File: src/hw/rtl/gpe_pkg.sv
// gpe_pkg.sv: widths, types, register codes and helpers of the glyph row expander
// no dependencies
package gpe_pkg;

  localparam int ROW_BITS       = 16;
  localparam int COORD_BITS     = 9;
  localparam int COLOR_BITS     = 8;
  localparam int WIDTH_BITS     = 5;
  localparam int HEIGHT_BITS    = 6;
  localparam int CFG_INDEX_BITS = 3;
  localparam int CFG_DATA_BITS  = 8;
  localparam int MAX_PIX        = 16;
  localparam int MAX_HEIGHT     = 32;
  localparam int WIDTH_TOP      = (ROW_BITS < MAX_PIX) ? ROW_BITS : MAX_PIX;

  localparam logic [WIDTH_BITS-1:0]  GLYPH_WIDTH_RESET  = WIDTH_BITS'(8);
  localparam logic [HEIGHT_BITS-1:0] GLYPH_HEIGHT_RESET = HEIGHT_BITS'(16);

  typedef logic [COORD_BITS-1:0] coord_t;
  typedef logic [COLOR_BITS-1:0] color_t;

  typedef struct packed {
    color_t red;
    color_t green;
    color_t blue;
  } rgb_t;

  typedef struct packed {
    logic [WIDTH_BITS-1:0]  glyph_width;
    logic [HEIGHT_BITS-1:0] glyph_height;
    rgb_t                   bg;
  } cfg_t;

  // one row handed from the character tracker to the serializer
  typedef struct packed {
    logic [ROW_BITS-1:0]   bits;
    coord_t                left;
    coord_t                line;
    rgb_t                  fg;
    logic                  last_row;
    logic [WIDTH_BITS-1:0] count;
  } row_ctx_t;

  typedef enum logic [CFG_INDEX_BITS-1:0] {
    CFG_GLYPH_WIDTH  = CFG_INDEX_BITS'(0),
    CFG_GLYPH_HEIGHT = CFG_INDEX_BITS'(1),
    CFG_BG_RED       = CFG_INDEX_BITS'(2),
    CFG_BG_GREEN     = CFG_INDEX_BITS'(3),
    CFG_BG_BLUE      = CFG_INDEX_BITS'(4)
  } cfg_reg_e;

  function automatic logic [WIDTH_BITS-1:0] eff_width(input logic [WIDTH_BITS-1:0] w);
    logic [WIDTH_BITS-1:0] r;
    if (w == '0) begin
      r = WIDTH_BITS'(1);
    end else if (int'(w) > WIDTH_TOP) begin
      r = WIDTH_BITS'(WIDTH_TOP);
    end else begin
      r = w;
    end
    return r;
  endfunction

  function automatic logic [HEIGHT_BITS-1:0] eff_height(input logic [HEIGHT_BITS-1:0] h);
    logic [HEIGHT_BITS-1:0] r;
    if (h == '0) begin
      r = HEIGHT_BITS'(1);
    end else if (int'(h) > MAX_HEIGHT) begin
      r = HEIGHT_BITS'(MAX_HEIGHT);
    end else begin
      r = h;
    end
    return r;
  endfunction

endpackage

File: src/hw/rtl/gpe_cfg_regs.sv
// gpe_cfg_regs.sv: configuration register file of the glyph row expander
// depends on gpe_pkg
module gpe_cfg_regs
  import gpe_pkg::*;
(
  input  logic                      clk,
  input  logic                      rst,
  input  logic                      cfg_we,
  input  logic [CFG_INDEX_BITS-1:0] cfg_index,
  input  logic [CFG_DATA_BITS-1:0]  cfg_data,
  output cfg_t                      cfg
);

  always_ff @(posedge clk) begin
    if (rst) begin
      cfg.glyph_width  <= GLYPH_WIDTH_RESET;
      cfg.glyph_height <= GLYPH_HEIGHT_RESET;
      cfg.bg           <= '0;
    end else if (cfg_we) begin
      unique case (cfg_index)
        CFG_GLYPH_WIDTH:  cfg.glyph_width  <= cfg_data[WIDTH_BITS-1:0];
        CFG_GLYPH_HEIGHT: cfg.glyph_height <= cfg_data[HEIGHT_BITS-1:0];
        CFG_BG_RED:       cfg.bg.red       <= cfg_data[COLOR_BITS-1:0];
        CFG_BG_GREEN:     cfg.bg.green     <= cfg_data[COLOR_BITS-1:0];
        CFG_BG_BLUE:      cfg.bg.blue      <= cfg_data[COLOR_BITS-1:0];
        default: ;
      endcase
    end
  end

endmodule

File: config.mk
export PLATFORM = sky130hd
export DESIGN_NAME = gpe_cfg_regs
export DESIGN_NICKNAME = d
export VERILOG_FILES = /design/src/hw/rtl/gpe_pkg.sv /design/src/hw/rtl/gpe_cfg_regs.sv
export SDC_FILE = /design/constraint.sdc
export NUM_CORES = 1
export LEC_CHECK = 0
export BUFFER_PORTS_ARGS = -buffer_cell sky130_fd_sc_hd__buf_2
export CORE_MARGIN = 5
export CORE_UTILIZATION = 50
export DETAILED_ROUTE_END_ITERATION = 6
export PLACE_DENSITY = 0.8
export SYNTH_ARGS = -nofsm -noshare
export SYNTH_HDL_FRONTEND = slang
export SYNTH_SLANG_ARGS = --single-unit
File: constraint.sdc
create_clock -name clk -period 1.4 [get_ports clk]
set_input_delay 0.07 -clock clk [delete_from_list [all_inputs] [get_ports clk]]
set_output_delay 0.07 -clock clk [all_outputs]
set_load 0.01 [all_outputs]
==> metrics <==
clk sinks=35; CTS Buffer Depth=2; Cell Pwr Density=1160 mW/mm²; Area Overhead vs Synth=26.23%; FFs w/ async S/R, synth=0%; MaxCap Viol Count=0; worst slew pin tran=0.3411 ns; n_diodes=0; Setup Buffers After CTS=0; skew final=0 ns; slowest cell delay on critical path=0.36 ns; Total Wirelength=3095 µm; flops & latches, synth=35; area post-placement=0.001693 mm²; Vias=1,056; wire per inst=14.60 µm; fin crit period=0.9014 ns; Reg with most FFs=cfg; clock-pin slew on the worst setup and hold paths=0.11 ns; post-synthesis sequential area ratio=49.30%; Distinct cells, synth=11; Synth Cell Area=0.001421 mm²; dpl hpwl=2282 µm; max reg flops=35; Setup crit end=cfg[10]; Slew Viols, Final=0; mean post-synth cell area=11.02 µm²; Slew headroom=77.26%; Post-synth top cells=41 x nand2b_1, 35 x dfxtp_1, 35 x mux2i_1; cell family with most CP delay=flip-flops; Crit path required time=1.33 ns; synthesized netlist cell count=129; Crit Path Max Fanout=2; CP max stage cell=dfxtp_1; number of flops mapped to enable cells by yosys=0; startpoint class of the critical path=flop; io pins=49; gp weighted congestion=0.7541; vias in the first global route=1,129; yosys warns=0; CTS Root Cell=clkbuf_4; Hold Path Stages=3; post-route setup TNS=0 ns; Die H=63.32 µm; Initial DRC Count=34; Reg-to-Reg End=cfg[33]$_SDFFE_PP1P_; pin count of the biggest net entering global routing=22; critical path startpoint=cfg[10]$_SDFFE_PP0P_; status=finished, final reports clean; Synth area leader=dfxtp_1; total grt overflow=0; WP depth=1; Port Buf Inserts=48; top-count cell post-synth=nand2b_1; # rows=19; Core Area=0.002734 mm²; Final setup viols=0; die width=63.32 µm; Max Clk Rate=1.109 GHz; Num CTS Buffers=5; final instance area=0.001794 mm²; H-tree depth=2; unrepaired setup endpoints after global routing=no; part of the cycle the worst path needs=64.38%; DIE AREA=0.004009 mm²; Crit Path Class=flop to output pin; Buf/Inv on CP=1; Synth top area share=49.30%; drt first pass iters=4; CP arrival=0.83 ns; overall routing resource usage=16.66%; share of cells above drive strength 1=33.70%; initial antenna violation count=0; VDD IR max=1.372 mV; fill count=229; top area cells in the synthesized netlist=dfxtp_1 49%, mux2i_1 25%, nand2b_1 18%; vias per inst=4.981; sequential standard cell area=700.7 µm²; leakage power=0.9502 nW; worst-skew pair later-pin latency=0.33 ns; worst min path class=input port to flop; CTS Hold Bufs=0; Worst R2R Path Depth=2; crit end category=output pin; starting density of the core=51.99%; Primary FF master, synth=dfxtp_1; DRC violations left=0; crit path cell chain=buf_2; r2r setup slk=0.76 ns; Worst R2R Start=cfg[33]$_SDFFE_PP1P_; Final Hold Fails=0; area of the multi-input gates=675.6 µm²; Antenna Violating Nets Remaining=0; CTS tree=yes; Net Count, Synth=143; Post-layout nets=194; global-route wire length before repair=5333 µm; Top Registers=cfg (35); CTS resizes=0
[worst min path at each step]
stage	start	to
after floorplan	cfg_data[3]	cfg[33]$_SDFFE_PP1P_
after global placement	cfg_data[4]	cfg[28]$_SDFFE_PP1P_
after detailed placement	cfg_data[4]	cfg[28]$_SDFFE_PP1P_
after CTS	cfg_data[4]	cfg[28]$_SDFFE_PP1P_
after global routing	cfg_data[4]	cfg[28]$_SDFFE_PP1P_
final	cfg_data[4]	cfg[28]$_SDFFE_PP1P_
[final cells by class]
class | count | area share (%)
multi-input combinational | 85 | 37.66
sequential | 35 | 39.05
clock inverter | 2 | 3.347
clock buffer | 6 | 2.301
timing repair buffer | 53 | 15.48
tap | 31 | 2.162
[placed cells by master, fill, tap and decap left out]
| master | Yosys | final |
|---|---|---|
| dfxtp_1 | 35 | 35 |
| nor2_1 | 4 | 4 |
| buf_2 | 3 | 48 |
| buf_4 | 0 | 5 |
| nand2b_1 | 41 | 41 |
| clkbuf_1 | 5 | 1 |
| nand4bb_1 | 2 | 2 |
| bufinv_16 | 0 | 2 |
| or4b_1 | 1 | 1 |
| clkbuf_4 | 0 | 5 |
| mux2i_1 | 35 | 35 |
| and4bb_2 | 1 | 1 |
| nand4b_1 | 1 | 1 |
[cells by family after synthesis]
kind of cell	Yosys count	share of synthesized area, %
simple gates	50	22.89
mux	35	24.65
flops	35	49.30
buf+inv	9	3.169
[metrics by stage]
stage | hold slack [ns] | total power, mW | cells | utilization, % | setup slack [ns]
2_1_floorplan | 0.2312 | 1.145 | 129 | - | 0.4326
3_3_place_gp | 0.3413 | 1.205 | 204 | 61.92 | 0.2434
3_5_place_dp | 0.3778 | 1.211 | 204 | 61.92 | 0.2021
4_1_cts | 0.02733 | 2.100 | 212 | 65.63 | 0.4758
5_1_grt | 0.02020 | 2.159 | 212 | 65.63 | 0.4238
6_report | 0.03875 | 2.081 | 212 | 65.63 | 0.4986
[metal layers]
metal / vias to the layer above / track usage [%] / part of all wire [%] / routed length [µm]
li1: 532 / - / - / -
met1: 487 / 19.39 / 44 / 1357
met2: 32 / 27.82 / 48 / 1497
met3: 5 / 6.039 / 6.5 / 201
met4: 0 / 6.234 / 1.2 / 38
met5: - / 0 / 0 / 0
[power by group]
| group | total, mW | internal [mW] | switching (mW) |
|---|---|---|---|
| clock network | 0.893 | 0.557 | 0.335 |
| registers | 1.03 | 1.02 | 0.0108 |
| logic | 0.160 | 0.0788 | 0.0811 |
(Power assumes the default switching activity.)
